`src/rtl/fswl_pkg.sv`:
```
`timescale 1ns / 1ps

package fswl_pkg;

    // Default geometry of the word store
    localparam int SLOT_WORDS_DEF  = 16;
    localparam int STORE_WORDS_DEF = 512;

    // Word values with a meaning of their own
    localparam logic [15:0] ERASED_WORD = 16'hFFFF;
    localparam logic [15:0] SAT_WORD    = 16'hFFFE;

    // Operation codes of an input beat
    typedef enum logic [1:0] {
        OP_MOUNT    = 2'd0,
        OP_NEW_SLOT = 2'd1,
        OP_APPEND   = 2'd2,
        OP_READ     = 2'd3
    } op_t;

    // One result beat as it leaves the controller
    typedef struct packed {
        logic [15:0] read_word;
        logic [15:0] use_count;
        logic        status;
        logic        page_erased;
    } res_t;

    // Next use counter: erased head starts at zero, the top value saturates
    function automatic logic [15:0] bump_count(input logic [15:0] cnt);
        logic [15:0] res;
        if (cnt == ERASED_WORD)
            res = 16'd0;
        else if (cnt < SAT_WORD)
            res = cnt + 16'd1;
        else
            res = SAT_WORD;
        return res;
    endfunction

endpackage

```
`src/rtl/fswl_out_if.sv`:
```
`timescale 1ns / 1ps

interface fswl_out_if;
    logic        valid;
    logic        ready;
    logic [15:0] read_word;
    logic [15:0] use_count;
    logic        status;
    logic        page_erased;

    modport source (output valid, output read_word, output use_count, output status,
                    output page_erased, input ready);
    modport sink   (input valid, input read_word, input use_count, input status,
                    input page_erased, output ready);
endinterface

```
`src/rtl/fswl_out_reg.sv`:
```
`timescale 1ns / 1ps

module fswl_out_reg import fswl_pkg::*; (
    input  logic        clk,
    input  logic        rst_n,
    input  res_t        res,
    input  logic        res_valid,
    output logic        res_ready,
    fswl_out_if.source  results
);

    logic full_reg, full_next;
    res_t data_reg;

    // Take a new beat when empty or when the held one leaves
    assign res_ready = !full_reg || results.ready;

    always_comb
    begin
        full_next = full_reg;
        if (res_valid && res_ready)
            full_next = 1'b1;
        else if (results.ready)
            full_next = 1'b0;
    end

    always_ff @(posedge clk or negedge rst_n)
    begin
        if (!rst_n)
            full_reg <= 1'b0;
        else
            full_reg <= full_next;
    end

    // Hold the payload of the waiting beat
    always_ff @(posedge clk)
    begin
        if (res_valid && res_ready)
            data_reg <= res;
    end

    assign results.valid       = full_reg;
    assign results.read_word   = data_reg.read_word;
    assign results.use_count   = data_reg.use_count;
    assign results.status      = data_reg.status;
    assign results.page_erased = data_reg.page_erased;

endmodule

```
`src/flat_wrapper.sv`:
```
// flat-port wrapper written by rule: the top's interface ports become plain ports
module fswl_out_reg_flat import fswl_pkg::*;
  (clk, rst_n, res, res_valid, res_ready, results_valid, results_read_word, results_use_count, results_status, results_page_erased, results_ready);
  fswl_out_if results_i ();
  input  logic clk;
  input  logic rst_n;
  input  res_t res;
  input  logic res_valid;
  output logic res_ready;
  output wire logic [$bits(results_i.valid)-1:0] results_valid;
  output wire logic [$bits(results_i.read_word)-1:0] results_read_word;
  output wire logic [$bits(results_i.use_count)-1:0] results_use_count;
  output wire logic [$bits(results_i.status)-1:0] results_status;
  output wire logic [$bits(results_i.page_erased)-1:0] results_page_erased;
  input wire logic [$bits(results_i.ready)-1:0] results_ready;
  assign results_valid = results_i.valid;
  assign results_read_word = results_i.read_word;
  assign results_use_count = results_i.use_count;
  assign results_status = results_i.status;
  assign results_page_erased = results_i.page_erased;
  assign results_i.ready = results_ready;
  fswl_out_reg u_core (.clk(clk), .rst_n(rst_n), .res(res), .res_valid(res_valid), .res_ready(res_ready), .results(results_i));
endmodule
```
`config.mk`:
```
export PLATFORM = sky130hd
export DESIGN_NAME = fswl_out_reg_flat
export DESIGN_NICKNAME = d
export VERILOG_FILES = /design/src/rtl/fswl_pkg.sv /design/src/rtl/fswl_out_if.sv /design/src/rtl/fswl_out_reg.sv /design/src/flat_wrapper.sv
export SDC_FILE = /design/constraint.sdc
export NUM_CORES = 1
export LEC_CHECK = 0
export BUFFER_PORTS_ARGS = -buffer_cell sky130_fd_sc_hd__buf_2
export CORE_UTILIZATION = 42
export DETAILED_ROUTE_END_ITERATION = 8
export HOLD_SLACK_MARGIN = 0.12
export PLACE_DENSITY = 0.86
export SETUP_SLACK_MARGIN = 0.2
export SYNTH_ARGS = -nofsm -noshare
export SYNTH_HDL_FRONTEND = slang
export SYNTH_SLANG_ARGS = --single-unit
```
`constraint.sdc`:
```
create_clock -name clk -period 2.25 [get_ports clk]
set_input_delay 0.225 -clock clk [delete_from_list [all_inputs] [get_ports clk]]
set_output_delay 0.225 -clock clk [all_outputs]
set_load 0.05 [all_outputs]
```
After elaboration in Yosys (flattened, before gate mapping)
Cells that the tools add are included.
W data, S select, Z words.
Cells by class
  multiplexer cells: 2
  reduce and logical (&&, ||, !) cells: 4
Operators with widths (number)
  $mux W1: 2
  $reduce_bool A2 Y1: 1
  $logic_and A1 B1 Y1: 1
  $logic_not A1 Y1: 1
  $logic_or A1 B1 Y1: 1
Storage, ports and cells
  input port bits: 38
  register bits: 35
  output and inout bits: 36

Depth between registers and ports, before layout
  depth after elaboration: 4
  depth in mapped cells: 2

Worst setup path after synthesis
No wires, ideal clock.
  path type: reg2reg
  from: register u_core.full_reg, in the netlist u_core.results.valid
  to: register u_core.data_reg (netlist bit u_core.results.page_erased) (enable)
  period minus slack after synthesis: 1.564 ns
  cell stages (with the launch flop): 3
  data required time: 1.907 ns
  data arrival time: 1.221 ns
  path slack: 0.686 ns
  setup time: 0.343 ns
  path through: dfrtp_1 > nand2b_4 > and2_4
Between the ends
  word-level cells in the longest chain between the ends: 3
RTL lines
  from (decl): RTL line fswl_out_reg.sv:12  | logic full_reg, full_next;
  from (signal assigned): RTL line fswl_out_reg.sv:32  | full_reg <= full_next;
  $logic_not A1 Y1: RTL line fswl_out_reg.sv:16  | assign res_ready = !full_reg || results.ready;
  $logic_or A1 B1 Y1: RTL line fswl_out_reg.sv:16
  named net res_ready: RTL line flat_wrapper.sv:9  | output logic res_ready;
  $logic_and A1 B1 Y1: RTL line fswl_out_reg.sv:38  | if (res_valid && res_ready)
  to (signal assigned): RTL line fswl_out_reg.sv:39  | data_reg <= res;
  to (decl): RTL line fswl_out_reg.sv:13  | res_t data_reg;
The timed path passes the listed nets, and every way through them passes these cells.
A chain may end at the register's enable or synchronous reset.

Final worst setup path
  from: register u_core.full_reg, in the netlist u_core.results.valid
  to: output res_ready
Between the ends
  word-level cells in the longest chain between the ends: 2
RTL lines (RTL line)
  $logic_not A1 Y1: fswl_out_reg.sv:16
  $logic_or A1 B1 Y1: fswl_out_reg.sv:16
  to (decl): flat_wrapper.sv:9
No other way between the ends.

==> impl_metrics.json <==
{
  "fillers": 116,
  "utilization": 0.815,
  "ios": 74,
  "rsz0062_at_grt": "no",
  "slowest_delay_ps": 420,
  "slew_violations": 0,
  "die_area_um2": 2770,
  "syn_area_um2": 1070,
  "crit_fanout": 3,
  "clock_power_share": 0.235,
  "ys_warn_count": 0,
  "drive_gt1_frac": 0.523,
  "clk_latency_ps": 330,
  "p_sw_frac": 0.286,
  "reg2regPathDepth": 2,
  "path_class": "reg -> out",
  "min_path_type": "in -> reg",
  "start_util": 0.464,
  "post-dp-hpwl_mm": 1.31,
  "root_buffer": "clkbuf_4",
  "grt_overflow": 0,
  "grt_use_total": 0.230,
  "drc": 0,
  "ys_types": 5,
  "cts-htree-levels": 2,
  "fp.dieH_um": 52.6,
  "ys_async_sr_fraction": 0.0286,
  "rows": 17,
  "p_seq_frac": 0.570,
  "synth_top_cell_by_area": "edfxtp_1",
  "power_density_nw_per_um2": 712,
  "ctsLongestPathBuffers": 2,
  "numCtsBuffers": 5,
  "coreArea_um2": 2320,
  "worst_slew_pin_slew_ps": 417,
  "synth_nets": 76,
  "fin_tns_setup_ps": 0,
  "cts_tree": "built",
  "cts_resized": 0,
  "worst_hold_slack_ps": 182,
  "io_buffers": 73,
  "cts.clk_slew.worst_paths_ps": 100,
  "clock_sinks": 35,
  "crit_end": "res_ready",
  "antenna_found_initial": 0,
  "grt_start_max_net_pins": 35,
  "yosysMostFrequentCell": "edfxtp_1",
  "fmax_ghz": 0.750,
  "fin_crit_sh": 0.593,
  "r2r_end": "u_core.results.read_word[11]$_DFFE_PP_",
  "start_kind": "flop",
  "die_w_um": 52.6,
  "ff2ff_setup_slack_ps": 970,
  "min_period_ps": 1330,
  "p_sw_uw": 385,
  "startpoint": "u_core.results.valid$_DFFE_PN0P_",
  "cp_data_required_time_ps": 2030,
  "crit_chain": "nand2b_4, buf_2",
  "yosys_register_bits": 35,
  "synth_edf_count": 34,
  "avgSynthCellArea_um2": 28.3,
  "ys_seq_area_frac": 0.973,
  "power_frac_comb": 0.195,
  "yosys-top-cells-count": "edfxtp_1, and2_4, dfrtp_1, nand2b_1, nand2b_4",
  "area.growth.synth_to_final_pct": 75.9,
  "slowest_stage": "dfrtp_1",
  "skew_ps": 9.51,
  "wirelength_mm": 2.77,
  "hold_viol": 0,
  "yosys_most_used_dff": "edfxtp_1",
  "grt_pass1_wl_mm": 4.02,
  "vias_per_cell": 4.32,
  "drv_cap": 0,
  "setup_violations": 0,
  "grt_pass1_vias": 873,
  "cp-end-kind": "output pin",
  "ant_nets": 0,
  "gp_congestion": 0.642,
  "vias": 794,
  "status": "finished clean",
  "fin_nets": 192,
  "slew_headroom": 0.722,
  "arrival_ps": 1110,
  "synth_top_area_share": 0.950,
  "wire_per_inst_um": 15.0,
  "dr.pass1.iters": 4,
  "ir_drop_uv": 617,
  "synth_area_leaders": "edfxtp_1, dfrtp_1, nand2b_4, and2_4, nand2b_1",
  "synth_cells": 38,
  "drt_iter0_drc": 17,
  "reg2reg_from": "u_core.results.valid$_DFFE_PN0P_",
  "internal_power_uw": 962,
  "p_leak_nw": 0.813
}
[power by group through the flow]
stage	sequential, mW	clock [mW]	combinational, mW
2_1_floorplan	0.904	0	0.0205
3_3_place_gp	0.779	0	0.207
3_5_place_dp	0.781	0	0.209
4_1_cts	0.766	0.320	0.258
5_1_grt	0.771	0.346	0.273
6_report	0.767	0.317	0.262
[worst min-delay path by stage]
stage / start / end / slack, ps / cells past startpoint
3_5_place_dp: rst_n / u_core.results.valid$_DFFE_PN0P_ / 2 / 1
3_3_place_gp: rst_n / u_core.results.valid$_DFFE_PN0P_ / 0.4 / 1
2_1_floorplan: rst_n / u_core.results.valid$_DFFE_PN0P_ / -70 / 0
5_1_grt: rst_n / u_core.results.valid$_DFFE_PN0P_ / 190 / 2
6_report: results_ready / u_core.results.valid$_DFFE_PN0P_ / 180 / 3
4_1_cts: results_ready / u_core.results.valid$_DFFE_PN0P_ / 150 / 3
[timing repair]
| item | in CTS | in global routing |
|---|---|---|
| buffers inserted | 0 | 0 |
| hold endpoints to repair | 36 | 0 |
| hold buffers | 36 | 0 |
[stage by stage]
step                      setup WS [ps]  power, mW  instances  cell area (µm²)
after global routing                874       1.39        183             1890
after floorplan                     686      0.925         38             1070
final                               917       1.35        184             1890
after detailed placement            999      0.990        139             1480
after global placement             1030      0.986        139             1480
after CTS                           913       1.34        183             1890
[layer usage]
metal	routed length, µm	GRT usage
met1	998	0.218
met2	1400	0.382
met3	296	0.110
met4	71	0.162
met5	0	0
[registers in the layout, indices dropped and copies added (netlist names)]
register,cells
u_core.results.use_count,16
u_core.results.page_erased,1
u_core.results.valid,1
u_core.results.read_word,16
u_core.results.status,1
[critical path, delay by kind of cell, from the launching register on]
kind                   cells  cell delay, ps
buffers and inverters      1             260
AND/OR/NAND/NOR            1              90
flip-flops                 1             420
[cell usage in the layout, fill, tap and decap left out]
cell,n
edfxtp_1,34
nand2b_1,1
nand2b_4,1
clkinvlp_4,1
clkinv_1,2
clkbuf_4,5
buf_2,73
diode_2,1
dfrtp_1,1
dlygate4sd3_1,36
and2_4,1
[logic make-up after synthesis]
family        share of synthesized area
flops                             0.973
simple gates                     0.0268
[final cells by class]
cell class                 instances  area (µm²)  area share
timing repair buffer             109         726       0.384
multi-input combinational          3        28.8      0.0152
clock buffer                       5        37.5      0.0199
sequential                        35        1050       0.553
clock inverter                     3        15.0     0.00794
antenna                            1        2.50     0.00132
tap                               28        35.0      0.0185
Note: power is estimated with default switching activity, not from simulation.
