==> src/rtl/fswl_pkg.sv <==
`timescale 1ns / 1ps

package fswl_pkg;

    // Default geometry of the word store
    localparam int SLOT_WORDS_DEF  = 16;
    localparam int STORE_WORDS_DEF = 512;

    // Word values with a meaning of their own
    localparam logic [15:0] ERASED_WORD = 16'hFFFF;
    localparam logic [15:0] SAT_WORD    = 16'hFFFE;

    // Operation codes of an input beat
    typedef enum logic [1:0] {
        OP_MOUNT    = 2'd0,
        OP_NEW_SLOT = 2'd1,
        OP_APPEND   = 2'd2,
        OP_READ     = 2'd3
    } op_t;

    // One result beat as it leaves the controller
    typedef struct packed {
        logic [15:0] read_word;
        logic [15:0] use_count;
        logic        status;
        logic        page_erased;
    } res_t;

    // Next use counter: erased head starts at zero, the top value saturates
    function automatic logic [15:0] bump_count(input logic [15:0] cnt);
        logic [15:0] res;
        if (cnt == ERASED_WORD)
            res = 16'd0;
        else if (cnt < SAT_WORD)
            res = cnt + 16'd1;
        else
            res = SAT_WORD;
        return res;
    endfunction

endpackage

==> src/rtl/fswl_in_if.sv <==
`timescale 1ns / 1ps

interface fswl_in_if;
    logic        valid;
    logic        ready;
    logic [1:0]  op;
    logic [5:0]  word_index;
    logic [15:0] write_word;

    modport source (output valid, output op, output word_index, output write_word,
                    input ready);
    modport sink   (input valid, input op, input word_index, input write_word,
                    output ready);
endinterface

==> src/rtl/fswl_ctrl.sv <==
`timescale 1ns / 1ps

module fswl_ctrl import fswl_pkg::*; #(
    parameter int SLOT_WORDS  = SLOT_WORDS_DEF,
    parameter int STORE_WORDS = STORE_WORDS_DEF
) (
    input  logic                           clk,
    input  logic                           rst_n,
    fswl_in_if.sink                        items,
    output logic                           ram_we,
    output logic [$clog2(STORE_WORDS)-1:0] ram_waddr,
    output logic [15:0]                    ram_wdata,
    output logic                           ram_re,
    output logic [$clog2(STORE_WORDS)-1:0] ram_raddr,
    input  logic [15:0]                    ram_rdata,
    output res_t                           res,
    output logic                           res_valid,
    input  logic                           res_ready
);

    localparam int ADDR_W = $clog2(STORE_WORDS);
    localparam int POS_W  = $clog2(SLOT_WORDS + 1);
    localparam int WIDE_W = $clog2(STORE_WORDS + 2 * SLOT_WORDS + 64) + 1;

    typedef enum logic [3:0] {
        S_CLEAR,
        S_IDLE,
        S_HEAD_WR,
        S_SCAN_RD,
        S_SCAN_CHK,
        S_HEAD_RD,
        S_HEAD_CHK,
        S_READ_WAIT,
        S_DONE
    } state_t;

    state_t              state_reg,      state_next;
    logic [ADDR_W-1:0]   slot_start_reg, slot_start_next;
    logic [POS_W-1:0]    append_pos_reg, append_pos_next;
    logic [15:0]         head_reg,       head_next;
    logic [15:0]         cnt_reg,        cnt_next;
    logic [WIDE_W-1:0]   scan_reg,       scan_next;
    logic [ADDR_W-1:0]   clr_reg,        clr_next;
    op_t                 op_reg,         op_next;
    logic [15:0]         rd_reg,         rd_next;
    logic                status_reg,     status_next;
    logic                erased_reg,     erased_next;
    logic                oob_reg,        oob_next;

    logic                accept;
    logic [WIDE_W-1:0]   app_addr;
    logic [WIDE_W-1:0]   rd_addr;
    logic [WIDE_W-1:0]   nxt_slot;
    logic [WIDE_W-1:0]   scan_prev;
    logic                wraps;

    // Handshake and address arithmetic
    assign items.ready = (state_reg == S_IDLE);
    assign accept      = items.valid && items.ready;
    assign app_addr    = WIDE_W'(slot_start_reg) + WIDE_W'(append_pos_reg);
    assign rd_addr     = WIDE_W'(slot_start_reg) + WIDE_W'(items.word_index) + WIDE_W'(1);
    assign nxt_slot    = WIDE_W'(slot_start_reg) + WIDE_W'(SLOT_WORDS);
    assign scan_prev   = scan_reg - WIDE_W'(SLOT_WORDS);
    assign wraps       = (nxt_slot >= WIDE_W'(STORE_WORDS));

    // Present the finished result
    assign res_valid       = (state_reg == S_DONE);
    assign res.read_word   = rd_reg;
    assign res.use_count   = head_reg;
    assign res.status      = status_reg;
    assign res.page_erased = erased_reg;

    // Sequence one operation through the store
    always_comb
    begin
        state_next      = state_reg;
        slot_start_next = slot_start_reg;
        append_pos_next = append_pos_reg;
        head_next       = head_reg;
        cnt_next        = cnt_reg;
        scan_next       = scan_reg;
        clr_next        = clr_reg;
        op_next         = op_reg;
        rd_next         = rd_reg;
        status_next     = status_reg;
        erased_next     = erased_reg;
        oob_next        = oob_reg;
        ram_we          = 1'b0;
        ram_waddr       = '0;
        ram_wdata       = ERASED_WORD;
        ram_re          = 1'b0;
        ram_raddr       = '0;

        unique case (state_reg)
            S_CLEAR:
            begin
                ram_we    = 1'b1;
                ram_waddr = clr_reg;
                if (clr_reg == ADDR_W'(STORE_WORDS - 1))
                    state_next = erased_reg ? S_HEAD_WR : S_IDLE;
                else
                    clr_next = clr_reg + ADDR_W'(1);
            end
            S_IDLE:
            begin
                if (accept)
                begin
                    op_next     = op_t'(items.op);
                    status_next = 1'b0;
                    erased_next = 1'b0;
                    rd_next     = 16'd0;
                    unique case (op_t'(items.op))
                        OP_MOUNT:
                        begin
                            scan_next       = WIDE_W'(SLOT_WORDS);
                            append_pos_next = POS_W'(1);
                            state_next      = S_SCAN_RD;
                        end
                        OP_NEW_SLOT:
                        begin
                            cnt_next        = bump_count(head_reg);
                            append_pos_next = POS_W'(1);
                            if (wraps)
                            begin
                                slot_start_next = '0;
                                erased_next     = 1'b1;
                                clr_next        = '0;
                                state_next      = S_CLEAR;
                            end
                            else
                            begin
                                slot_start_next = nxt_slot[ADDR_W-1:0];
                                state_next      = S_HEAD_WR;
                            end
                        end
                        OP_APPEND:
                        begin
                            if (append_pos_reg >= POS_W'(SLOT_WORDS))
                                status_next = 1'b1;
                            else
                            begin
                                // drop words that fall beyond the store
                                ram_we          = (app_addr < WIDE_W'(STORE_WORDS));
                                ram_waddr       = app_addr[ADDR_W-1:0];
                                ram_wdata       = items.write_word;
                                append_pos_next = append_pos_reg + POS_W'(1);
                            end
                            state_next = S_DONE;
                        end
                        OP_READ:
                        begin
                            if (items.word_index >= 6'(SLOT_WORDS - 1))
                            begin
                                status_next = 1'b1;
                                state_next  = S_DONE;
                            end
                            else
                            begin
                                ram_re     = 1'b1;
                                ram_raddr  = rd_addr[ADDR_W-1:0];
                                oob_next   = (rd_addr >= WIDE_W'(STORE_WORDS));
                                state_next = S_READ_WAIT;
                            end
                        end
                        default:
                            state_next = S_IDLE;
                    endcase
                end
            end
            S_HEAD_WR:
            begin
                ram_we     = 1'b1;
                ram_waddr  = slot_start_reg;
                ram_wdata  = cnt_reg;
                head_next  = cnt_reg;
                state_next = S_DONE;
            end
            S_SCAN_RD:
            begin
                if (scan_reg >= WIDE_W'(STORE_WORDS))
                begin
                    slot_start_next = scan_prev[ADDR_W-1:0];
                    state_next      = S_HEAD_RD;
                end
                else
                begin
                    ram_re     = 1'b1;
                    ram_raddr  = scan_reg[ADDR_W-1:0];
                    state_next = S_SCAN_CHK;
                end
            end
            S_SCAN_CHK:
            begin
                if (ram_rdata == ERASED_WORD)
                begin
                    slot_start_next = scan_prev[ADDR_W-1:0];
                    state_next      = S_HEAD_RD;
                end
                else
                begin
                    scan_next  = scan_reg + WIDE_W'(SLOT_WORDS);
                    state_next = S_SCAN_RD;
                end
            end
            S_HEAD_RD:
            begin
                ram_re     = 1'b1;
                ram_raddr  = slot_start_reg;
                state_next = S_HEAD_CHK;
            end
            S_HEAD_CHK:
            begin
                head_next  = ram_rdata;
                state_next = S_DONE;
            end
            S_READ_WAIT:
            begin
                rd_next    = oob_reg ? ERASED_WORD : ram_rdata;
                state_next = S_DONE;
            end
            S_DONE:
            begin
                if (res_ready)
                    state_next = S_IDLE;
            end
            default:
                state_next = S_IDLE;
        endcase
    end

    // Hold state; reset starts a clearing pass over the store
    always_ff @(posedge clk or negedge rst_n)
    begin
        if (!rst_n)
        begin
            state_reg      <= S_CLEAR;
            slot_start_reg <= '0;
            append_pos_reg <= POS_W'(1);
            head_reg       <= ERASED_WORD;
            cnt_reg        <= 16'd0;
            scan_reg       <= '0;
            clr_reg        <= '0;
            op_reg         <= OP_MOUNT;
            rd_reg         <= 16'd0;
            status_reg     <= 1'b0;
            erased_reg     <= 1'b0;
            oob_reg        <= 1'b0;
        end
        else
        begin
            state_reg      <= state_next;
            slot_start_reg <= slot_start_next;
            append_pos_reg <= append_pos_next;
            head_reg       <= head_next;
            cnt_reg        <= cnt_next;
            scan_reg       <= scan_next;
            clr_reg        <= clr_next;
            op_reg         <= op_next;
            rd_reg         <= rd_next;
            status_reg     <= status_next;
            erased_reg     <= erased_next;
            oob_reg        <= oob_next;
        end
    end

`ifndef ASSERT_OFF
    a_pos_range: assert property (@(posedge clk) disable iff (!rst_n)
        append_pos_reg != '0 && append_pos_reg <= POS_W'(SLOT_WORDS))
        else $error("append position out of range");

    a_slot_range: assert property (@(posedge clk) disable iff (!rst_n)
        WIDE_W'(slot_start_reg) < WIDE_W'(STORE_WORDS))
        else $error("slot head beyond store");

    a_status_ops: assert property (@(posedge clk) disable iff (!rst_n)
        res_valid && status_reg |-> (op_reg == OP_APPEND || op_reg == OP_READ))
        else $error("ignored status on mount or new slot");

    a_erase_home: assert property (@(posedge clk) disable iff (!rst_n)
        res_valid && erased_reg |-> (op_reg == OP_NEW_SLOT && slot_start_reg == '0))
        else $error("erase result without return to first slot");

    a_wrap_clears: assert property (@(posedge clk) disable iff (!rst_n)
        accept && op_t'(items.op) == OP_NEW_SLOT && wraps |=> state_reg == S_CLEAR)
        else $error("wrap did not start an erase pass");
`endif

endmodule

==> src/flat_wrapper.sv <==
// flat-port wrapper written by rule: the top's interface ports become plain ports
module fswl_ctrl_flat import fswl_pkg::*;
#(
    parameter int SLOT_WORDS  = SLOT_WORDS_DEF,
    parameter int STORE_WORDS = STORE_WORDS_DEF
)
  (clk, rst_n, ram_we, ram_waddr, ram_wdata, ram_re, ram_raddr, ram_rdata, res, res_valid, res_ready, items_valid, items_op, items_word_index, items_write_word, items_ready);
  fswl_in_if items_i ();
  input  logic clk;
  input  logic rst_n;
  output logic ram_we;
  output logic [$clog2(STORE_WORDS)-1:0] ram_waddr;
  output logic [15:0] ram_wdata;
  output logic ram_re;
  output logic [$clog2(STORE_WORDS)-1:0] ram_raddr;
  input  logic [15:0] ram_rdata;
  output res_t res;
  output logic res_valid;
  input  logic res_ready;
  input wire logic [$bits(items_i.valid)-1:0] items_valid;
  input wire logic [$bits(items_i.op)-1:0] items_op;
  input wire logic [$bits(items_i.word_index)-1:0] items_word_index;
  input wire logic [$bits(items_i.write_word)-1:0] items_write_word;
  output wire logic [$bits(items_i.ready)-1:0] items_ready;
  assign items_i.valid = items_valid;
  assign items_i.op = items_op;
  assign items_i.word_index = items_word_index;
  assign items_i.write_word = items_write_word;
  assign items_ready = items_i.ready;
  fswl_ctrl #(.SLOT_WORDS(SLOT_WORDS), .STORE_WORDS(STORE_WORDS)) u_core (.clk(clk), .rst_n(rst_n), .items(items_i), .ram_we(ram_we), .ram_waddr(ram_waddr), .ram_wdata(ram_wdata), .ram_re(ram_re), .ram_raddr(ram_raddr), .ram_rdata(ram_rdata), .res(res), .res_valid(res_valid), .res_ready(res_ready));
endmodule
==> config.mk <==
export PLATFORM = sky130hd
export DESIGN_NAME = fswl_ctrl_flat
export DESIGN_NICKNAME = d
export VERILOG_FILES = /design/src/rtl/fswl_pkg.sv /design/src/rtl/fswl_in_if.sv /design/src/rtl/fswl_ctrl.sv /design/src/flat_wrapper.sv
export SDC_FILE = /design/constraint.sdc
export NUM_CORES = 1
export LEC_CHECK = 0
export BUFFER_PORTS_ARGS = -buffer_cell sky130_fd_sc_hd__buf_2
export CAP_MARGIN = 20
export CELL_PAD_IN_SITES_DETAIL_PLACEMENT = 0
export CELL_PAD_IN_SITES_GLOBAL_PLACEMENT = 1
export CORE_ASPECT_RATIO = 0.7
export CORE_MARGIN = 5
export CORE_UTILIZATION = 41
export CTS_BUF_LIST = sky130_fd_sc_hd__clkbuf_16
export DETAILED_ROUTE_END_ITERATION = 7
export PLACE_DENSITY = 0.77
export REMOVE_ABC_BUFFERS = 1
export SLEW_MARGIN = 20
export SYNTH_ARGS = -nofsm -noshare
export SYNTH_HDL_FRONTEND = slang
export SYNTH_SLANG_ARGS = --single-unit
==> constraint.sdc <==
create_clock -name clk -period 4 [get_ports clk]
set_input_delay 0.8 -clock clk [delete_from_list [all_inputs] [get_ports clk]]
set_output_delay 0.8 -clock clk [all_outputs]
set_load 0.005 [all_outputs]
* After elaboration in Yosys (flattened, before gate mapping) *
Cells that the tools add are included.

operators by class
  shifts and indexed selects = 0
  magnitude comparators = 7
  multiplexer cells = 60
  reductions and logical operators = 21
  add/sub/neg operators = 9
  bitwise logic cells = 1
  multiply operators = 0
  equal/unequal tests = 25
  divide/modulo/power cells = 0

operators with widths
  cell                                                                             count
  9-bit 2-to-1 mux                                                                 16
  16-bit 2-to-1 mux                                                                7
  16-bit case mux with 2 select lines                                              3
  9-bit case mux with 3 select lines                                               3
  11-bit by 10-bit >= comparator with 1-bit output (second input constant)         3
  11-bit 2-to-1 mux                                                                3
  16-bit == test (second input constant)                                           2
  4-bit case mux with 7 select lines                                               1
  11-bit case mux with 2 select lines                                              1
  9-bit case mux with 2 select lines                                               1
  16-bit by 1-bit adder with 16-bit output (second input constant)                 1
  4-bit by 3-bit == test with 1-bit output (second input constant)                 4
  16-bit less-than comparator (second input constant)                              1
  4-bit 2-to-1 mux                                                                 4
  4-bit case mux with 4 select lines                                               1
  2-bit != test (second input constant)                                            7
  1-bit 2-to-1 mux                                                                 12
  4-bit AND reduction                                                              3
  11-bit by 1-bit adder with 11-bit output (second input constant)                 1
  11-bit by 5-bit adder with 11-bit output (second input constant)                 1
  11-bit by 10-bit less-than comparator with 1-bit output (second input constant)  1
  9-bit by 5-bit adder with 10-bit output                                          1
  9-bit by 5-bit adder with 10-bit output (second input constant)                  1
  9-bit by 6-bit adder with 10-bit output                                          1
  other kinds (29)                                                                 44

storage, ports and cells
  bits in read-only memories = 0
  bits in writable memories = 0
  word-level logic and storage cells = 134
  output and inout port bits = 72
  register bits = 89
  bits of input ports = 44
  memories kept = 0
  bits in latches = 0

* Logic depth before layout (Yosys ltp) *
Gate-level depths: netlist of the first run.

  depth in word-level cells = 6
  gate-level depth with buffers = 11

* Least setup slack after synthesis of the first run *
No wires, ideal clock.

  kind = input to output
  start point = input items_word_index[0]
  end point = output ram_raddr[8]
  data required time = 3.200 ns
  arrival time = 3.077 ns
  slack = 0.123 ns
  cell stages on the path = 9
  cell sequence = ha_1 > fa_1 > ha_1 > nand2b_1 > or4b_2 > a211oi_1 > nand4_1 > xor2_1 > o21ai_0

on the way
  longest elaborated chain between the ends = 6

RTL lines
  item                                      RTL line            source
  start: declaration                        flat_wrapper.sv:22  input wire logic [$bits(items_i.word_index)-1:0] items_word_index;
  9-bit by 6-bit adder with 10-bit output   fswl_ctrl.sv:61     assign rd_addr = WIDE_W'(slot_start_reg) + WIDE_W'(items.word_index) + WIDE_W'(1);
  11-bit by 1-bit adder with 11-bit output  fswl_ctrl.sv:61
  9-bit 2-to-1 mux *                        fswl_ctrl.sv:152    if (items.word_index >= 6'(SLOT_WORDS - 1))
  9-bit 2-to-1 mux *                        fswl_ctrl.sv:112    unique case (op_t'(items.op))
  9-bit 2-to-1 mux *                        fswl_ctrl.sv:106    if (accept)
  9-bit case mux with 3 select lines *      fswl_ctrl.sv:94     unique case (state_reg)
  end: declaration                          flat_wrapper.sv:15  output logic [$clog2(STORE_WORDS)-1:0] ram_raddr;

Mark *: on every way between the ends. The rest lies on a longest branch, timed or not.

* Worst setup path in the final report of the first run *
Ends and elaborated chain as after synthesis.

==> results.py, run 1 <==
metrics = {
    "setup_path": {
        "startpoint_type": "input pin",
        "critical_path_required_ps": 3200,
        "reg2reg_depth": 8,
        "critical_path_class": "in -> out",
        "timing.critical_path.arrival_ps": 3160,
        "timing.critical_path.fanout_max": 2,
        "cp-end-kind": "primary output",
    },
    "floorplanning": {
        "die_width_um": 149,
        "design.core.area_mm2": 0.0132,
        "floorplan.die.height_um": 107,
        "fp.dieArea_mm2": 0.0159,
        "rows": 35,
        "start_util_pct": 41.9,
        "floorplan.io_pins": 116,
    },
    "finish": {
        "layout_common_cells": "sky130_fd_sc_hd__buf_2, sky130_fd_sc_hd__nand2_1, sky130_fd_sc_hd__o21ai_0, sky130_fd_sc_hd__dfrtp_1, sky130_fd_sc_hd__nor2_1",
        "finalNonFillerCells": 949,
        "drive_gt1_share_pct": 23.8,
        "design_area_mm2": 0.00658,
        "area.growth.synth_to_final_pct": 19.2,
        "fin_nets": 828,
        "number_of_inserted_diodes": 0,
        "layout.cells.most_common": "sky130_fd_sc_hd__buf_2",
    },
    "power": {
        "p_leak_uw": 0.00315,
        "power_density_mw_per_mm2": 595,
        "worst_ir_drop_vdd_v": 0.000260,
    },
    "min_path": {
        "worstHoldPathType": "reg -> reg",
        "min_path_cells": 2,
    },
    "drt": {
        "drt-initial-drc-count": 411,
        "mean_number_of_vias_per_cell": 5.81,
        "first_pass_iters": 5,
        "post_drt_wl_per_cell_um": 18.3,
        "drc_errors": 0,
        "wirelength_mm": 17.4,
        "vias": 5515,
        "route.antenna.remaining_nets": 0,
    },
    "sta": {
        "setup_repair_after_global_routing_missed_its_margin": "yes",
        "period_minus_slack_ps": 3960,
        "endpoints_failing_setup": 0,
        "layout_worst_path_cycle_share_pct": 98.9,
        "slew-limit-headroom_pct": 36.2,
        "worst_clock_skew_ps": 5.42,
        "worst-slew-pin-transition_ps": 949,
        "maxSlewViolCount": 0,
        "finalHoldViolations": 0,
        "clock.fmax_ghz": 0.253,
    },
    "logic_synthesis": {
        "synth_edf_count": 0,
        "synth_top_cell_by_area": "sky130_fd_sc_hd__dfrtp_1",
        "synth_ff_type": "sky130_fd_sc_hd__dfrtp_1",
        "post_synthesis_area_per_instance_um2": 8.36,
        "netlist_instances": 660,
        "synth_top_area_share_pct": 29.5,
        "yosys_register_bits": 82,
        "synthDistinctLibCells": 62,
        "syn_warnings": 0,
        "postSynth.asyncResetShare_pct": 100,
        "netlist_area_mm2": 0.00552,
        "synthTopCellsByArea": "sky130_fd_sc_hd__dfrtp_1, sky130_fd_sc_hd__dfstp_2, sky130_fd_sc_hd__o21ai_0, sky130_fd_sc_hd__nand2_1, sky130_fd_sc_hd__ha_1",
        "synth_seq_area_share_pct": 37.6,
    },
    "flow_run": {
        "timing.max_cap.violations": 0,
    },
    "place": {
        "dp.final_hpwl_mm": 12.6,
        "dpl.cell_count": 933,
        "place_congestion": 0.893,
        "placed_inst_area_mm2": 0.00627,
        "port-buffer-count": 115,
    },
    "global_route": {
        "grt_use_met1_pct": 33.1,
        "track_usage_pct": 21.7,
        "grt_start_max_net_pins": 83,
        "grt_overflow": 0,
        "global_route.usage.met3_pct": 5.03,
        "number_of_antenna_violations_at_the_first_check_in_global_routing": 0,
        "grt_busiest_layer": "met1",
        "grt_pass1_wl_mm": 27.8,
        "gr-usage-met2_pct": 31.0,
        "vias_in_the_first_global_route": 5146,
    },
    "status": {
        "run_status": "complete, no violations",
    },
    "clock_tree": {
        "cts-buffers-inserted": 9,
        "htree_num_levels": 3,
        "cts_tree": "yes",
        "clock_sink_count": 82,
        "cts.reportedPaths.clkPinSlew_ps": 60,
        "clock-root-buffer": "sky130_fd_sc_hd__clkbuf_16",
        "insertion_delay_ps": 340,
        "max-clock-path-buffers": 2,
        "post_cts_hold_buffer_count": 0,
    },
}
==> cells by family after synthesis <==
| group | after synthesis | synth area share, % |
|---|---|---|
| buf+inv | 56 | 4.40 |
| simple gates | 262 | 23.7 |
| mux | 3 | 0.589 |
| xor+xnor | 32 | 5.08 |
| fa+ha+maj | 24 | 5.71 |
| compound gates | 201 | 23.0 |
| flops | 82 | 37.6 |
==> timing repair <==
item	CTS	global route
endpoints found under the setup margin	3	2
setup buffers	0	1
gates resized for setup	8	1
pin swaps	6	8
endpoints found under the hold margin	0	0
==> metal layers <==
metal	part of all wire, %	up-vias
met5	0	-
met2	42	183
met3	7.0	21
li1	-	2601
met1	49	2710
met4	1.4	0
==> through the flow <==
stage               hold WS, ps  setup WS, ps  power, uW  utilization, %  setup TNS [ps]
floorplan                   448           123       2370               -               0
CTS                         481         -74.8       3910            49.8            -100
finish                      477          42.4       3910            49.9               0
global route                495         -72.6       4200            49.9           -85.1
global placement            463          -229       3090            47.5            -367
detailed placement          466          -265       3140            47.5            -523
==> final cells by class <==
class | instances | area, um2
timing repair buffer | 134 | 731
tap | 185 | 231
sequential | 82 | 2070
clock inverter | 6 | 33.8
fill | 1348 | 6600
clock buffer | 9 | 225
multi-input combinational | 522 | 3240
inverter | 11 | 42.5
==> cells in the mapped netlist (3+ instances only) <==
cell and instances:
sky130_fd_sc_hd__nand2b_1 11, sky130_fd_sc_hd__a41o_1 3, sky130_fd_sc_hd__a22o_1 4, sky130_fd_sc_hd__a21oi_1 36, sky130_fd_sc_hd__nand2_1 76, sky130_fd_sc_hd__a211oi_1 3
sky130_fd_sc_hd__o31ai_1 5, sky130_fd_sc_hd__or3_1 3, sky130_fd_sc_hd__o21bai_1 3, sky130_fd_sc_hd__ha_1 22, sky130_fd_sc_hd__o2111ai_1 4, sky130_fd_sc_hd__nor3_1 11
sky130_fd_sc_hd__and3_1 13, sky130_fd_sc_hd__a22oi_1 22, sky130_fd_sc_hd__a21o_1 20, sky130_fd_sc_hd__inv_1 10, sky130_fd_sc_hd__o22ai_1 4, sky130_fd_sc_hd__and2_1 4
sky130_fd_sc_hd__nand3b_1 4, sky130_fd_sc_hd__a221o_1 4, sky130_fd_sc_hd__dfrtp_1 65, sky130_fd_sc_hd__nor4b_1 3, sky130_fd_sc_hd__xnor2_1 8, sky130_fd_sc_hd__nor2b_1 4
sky130_fd_sc_hd__xor2_1 24, sky130_fd_sc_hd__o211ai_1 4, sky130_fd_sc_hd__clkbuf_1 37, sky130_fd_sc_hd__nand4_1 21, sky130_fd_sc_hd__nand3_1 44, sky130_fd_sc_hd__nor4_1 3
sky130_fd_sc_hd__buf_6 3, sky130_fd_sc_hd__nor3b_1 5, sky130_fd_sc_hd__o21ai_0 75, sky130_fd_sc_hd__nor2_1 48, sky130_fd_sc_hd__dfstp_2 17, sky130_fd_sc_hd__a31oi_1 3
==> worst max-delay path, stage by stage <==
cell and delay (ps):
sky130_fd_sc_hd__buf_6 100, sky130_fd_sc_hd__ha_4 150, sky130_fd_sc_hd__fa_1 510, sky130_fd_sc_hd__ha_2 190
sky130_fd_sc_hd__nand2b_1 50, sky130_fd_sc_hd__or4b_4 520, sky130_fd_sc_hd__a211oi_4 270, sky130_fd_sc_hd__nand4_1 140
sky130_fd_sc_hd__xor2_1 170, sky130_fd_sc_hd__o21ai_1 110, sky130_fd_sc_hd__buf_2 130
==> final timing paths <==
kind                                      from                  endpoint  slack [ps]
max                        items_word_index[0]              ram_raddr[8]          40
max in group asynchronous                rst_n         u_core.erased_reg        2930
max reg2reg                u_core.state_reg[2]         u_core.cnt_reg[3]        1110
min reg2reg                 u_core.cnt_reg[15]        u_core.cnt_reg[15]         480
min in group asynchronous                rst_n  u_core.append_pos_reg[3]         490
min                         u_core.cnt_reg[15]        u_core.cnt_reg[15]         480
==> where the power goes <==
group          switching, uW  total, uW  internal [uW]
combinational           1010       1750            735
sequential               311       1410           1090
clock                    346        760            413
No activity file was read; power rests on OpenSTA's default activity.
==> inputs of run 2 (changes only) <==
--- a/config.mk
+++ b/config.mk
@@ -11,10 +11,10 @@
 export CELL_PAD_IN_SITES_GLOBAL_PLACEMENT = 1
 export CORE_ASPECT_RATIO = 0.7
 export CORE_MARGIN = 5
-export CORE_UTILIZATION = 41
+export CORE_UTILIZATION = 37
 export CTS_BUF_LIST = sky130_fd_sc_hd__clkbuf_16
 export DETAILED_ROUTE_END_ITERATION = 7
-export PLACE_DENSITY = 0.77
+export PLACE_DENSITY = 0.73
 export REMOVE_ABC_BUFFERS = 1
 export SLEW_MARGIN = 20
 export SYNTH_ARGS = -nofsm -noshare
==> constraint.sdc (replaced) <==
create_clock -name clk -period 3.55 [get_ports clk]
set_input_delay 0.71 -clock clk [delete_from_list [all_inputs] [get_ports clk]]
set_output_delay 0.71 -clock clk [all_outputs]
set_load 0.005 [all_outputs]
==> run 2 against run 1 <==
Net effect: the run now ends with negative setup slack left; combinational power is 17% higher; final cell count is 3.9% higher; clock power is 27% higher; hold slack worse by 72 ps; die area is 9.9% higher; flip-flop and latch count stayed put; largest power group unchanged; global-route usage is 1.0 points lower; first-iteration DRC count is 5.8% lower; via count is 0.58% higher; routed wire length is 4.6% higher; critical path depth stayed put.
==> results.py, run 2 (synthesis results as in run 1) <==
metrics = {
    "status": {
        "run_status": "complete, but fails checks",
        "failing_checks": "negative setup slack",
    },
    "sta": {
        "finalHoldViolations": 0,
        "layout_worst_path_cycle_share_pct": 109,
        "worst-slew-pin-transition_ps": 794,
        "final.setup.worst_slack_ps": -336,
        "period_minus_slack_ps": 3890,
        "final.hold.worst_slack_ps": 406,
        "worst_clock_skew_ps": 13.2,
        "slew-limit-headroom_pct": 46.6,
        "total_negative_slack_ps": -675,
        "clock.fmax_ghz": 0.257,
        "setup_repair_after_global_routing_missed_its_margin": "yes",
        "endpoints_failing_setup": 3,
        "maxSlewViolCount": 0,
    },
    "setup_path": {
        "timing.critical_path.arrival_ps": 3180,
        "critical_path_required_ps": 2840,
        "startpoint_type": "input pin",
        "cp-end-kind": "primary output",
        "timing.critical_path.fanout_max": 2,
        "critical_path_class": "in -> out",
    },
    "finish": {
        "final.fill_count": 1458,
        "total_area_of_multi_input_combinational_cells_mm2": 0.00332,
        "fin_nets": 854,
        "area.growth.synth_to_final_pct": 25.3,
        "design_area_mm2": 0.00692,
        "layout.cells.most_common": "sky130_fd_sc_hd__buf_2",
        "ff_latch_area_mm2": 0.00208,
        "finalCoreUtilization_pct": 47.1,
        "number_of_inserted_diodes": 0,
        "drive_gt1_share_pct": 28.2,
        "layout_common_cells": "sky130_fd_sc_hd__buf_2, sky130_fd_sc_hd__nand2_1, sky130_fd_sc_hd__o21ai_0, sky130_fd_sc_hd__dfrtp_1, sky130_fd_sc_hd__nor2_1",
    },
    "drt": {
        "wirelength_mm": 18.2,
        "drt-initial-drc-count": 387,
        "mean_number_of_vias_per_cell": 5.63,
        "vias": 5547,
        "drc_errors": 0,
        "post_drt_wl_per_cell_um": 18.5,
        "route.antenna.remaining_nets": 0,
        "first_pass_iters": 5,
    },
    "floorplanning": {
        "die_width_um": 156,
        "start_util_pct": 37.6,
        "floorplan.io_pins": 116,
        "design.core.area_mm2": 0.0147,
        "fp.dieArea_mm2": 0.0175,
        "floorplan.die.height_um": 112,
        "rows": 37,
    },
    "place": {
        "place_congestion": 0.855,
        "post-place-ws_ps": -684,
        "dp.final_hpwl_mm": 13.2,
        "port-buffer-count": 115,
        "placed_inst_area_mm2": 0.00641,
    },
    "clock_tree": {
        "max-clock-path-buffers": 2,
        "clock_sink_count": 82,
        "clock-root-buffer": "sky130_fd_sc_hd__clkbuf_16",
        "cts_tree": "yes",
        "cts-buffers-inserted": 9,
        "htree_num_levels": 3,
        "cts.reportedPaths.clkPinSlew_ps": 70,
        "insertion_delay_ps": 340,
    },
    "power": {
        "p_leak_uw": 0.00330,
        "power_density_mw_per_mm2": 664,
        "worst_ir_drop_vdd_v": 0.000280,
    },
    "global_route": {
        "vias_in_the_first_global_route": 5430,
        "grt_pass1_wl_mm": 29.3,
        "track_usage_pct": 20.7,
        "number_of_antenna_violations_at_the_first_check_in_global_routing": 0,
        "grt_overflow": 0,
        "grt_start_max_net_pins": 81,
    },
    "flow_run": {
        "timing.max_cap.violations": 0,
    },
    "min_path": {
        "worstHoldPathType": "in -> async",
    },
}
## run 2: report_power, final
part           switching (uW)  internal [uW]
Combinational            1170            883
Sequential                344           1230
Clock                     417            551
## run 2: area by class of cell
class	count	area share [%]
multi-input combinational	522	47.9
sequential	82	30.0
timing repair buffer	160	13.5
tap	195	3.53
clock buffer	9	3.26
clock inverter	7	1.10
inverter	11	0.615
## run 2: critical path, cell delays in order
cell	delay, ps
sky130_fd_sc_hd__buf_6	100
sky130_fd_sc_hd__ha_4	160
sky130_fd_sc_hd__fa_1	530
sky130_fd_sc_hd__ha_2	200
sky130_fd_sc_hd__nand2b_1	70
sky130_fd_sc_hd__or4b_4	510
sky130_fd_sc_hd__a211oi_4	290
sky130_fd_sc_hd__nand4_1	150
sky130_fd_sc_hd__xor2_1	190
sky130_fd_sc_hd__o21ai_1	140
sky130_fd_sc_hd__buf_2	130
## run 2: final timing paths
path / from / endpoint / slack (ps) / cells after the start
worst max-delay path: items_word_index[0] / ram_raddr[8] / -340 / 11
worst min-delay path: rst_n / u_core.cnt_reg[9] / 410 / 1
worst max register to register: u_core.slot_start_reg[2] / u_core.oob_reg / 870 / 12
worst min register to register: u_core.cnt_reg[11] / u_core.cnt_reg[11] / 480 / 1
max in group asynchronous: rst_n / u_core.head_reg[3] / 2460 / 2
min in group clk: u_core.cnt_reg[11] / u_core.cnt_reg[11] / 480 / 1
## run 2: repair_timing
| item | 4_1_cts | 5_1_grt |
|---|---|---|
| resized for setup | 12 | 19 |
| cloned | 0 | 0 |
| buffers inserted | 2 | 8 |
| setup endpoints to repair | 6 | 30 |
| pin swaps | 8 | 12 |
| hold buffers | 0 | 0 |
## run 2: metrics by stage
step / cells / total power (uW)
after floorplan: 615 / 2670
after global placement: 961 / 3530
after detailed placement: 961 / 3580
after CTS: 979 / 4570
after global routing: 986 / 4940
final: 986 / 4600
## run 2: layer usage
layer,vias to the layer above,wire (um),GRT usage [%]
li1,2647,-,-
met1,2720,9120,31.5
met2,156,7910,30.3
met3,24,924,3.66
met4,0,255,4.78
met5,-,0,0
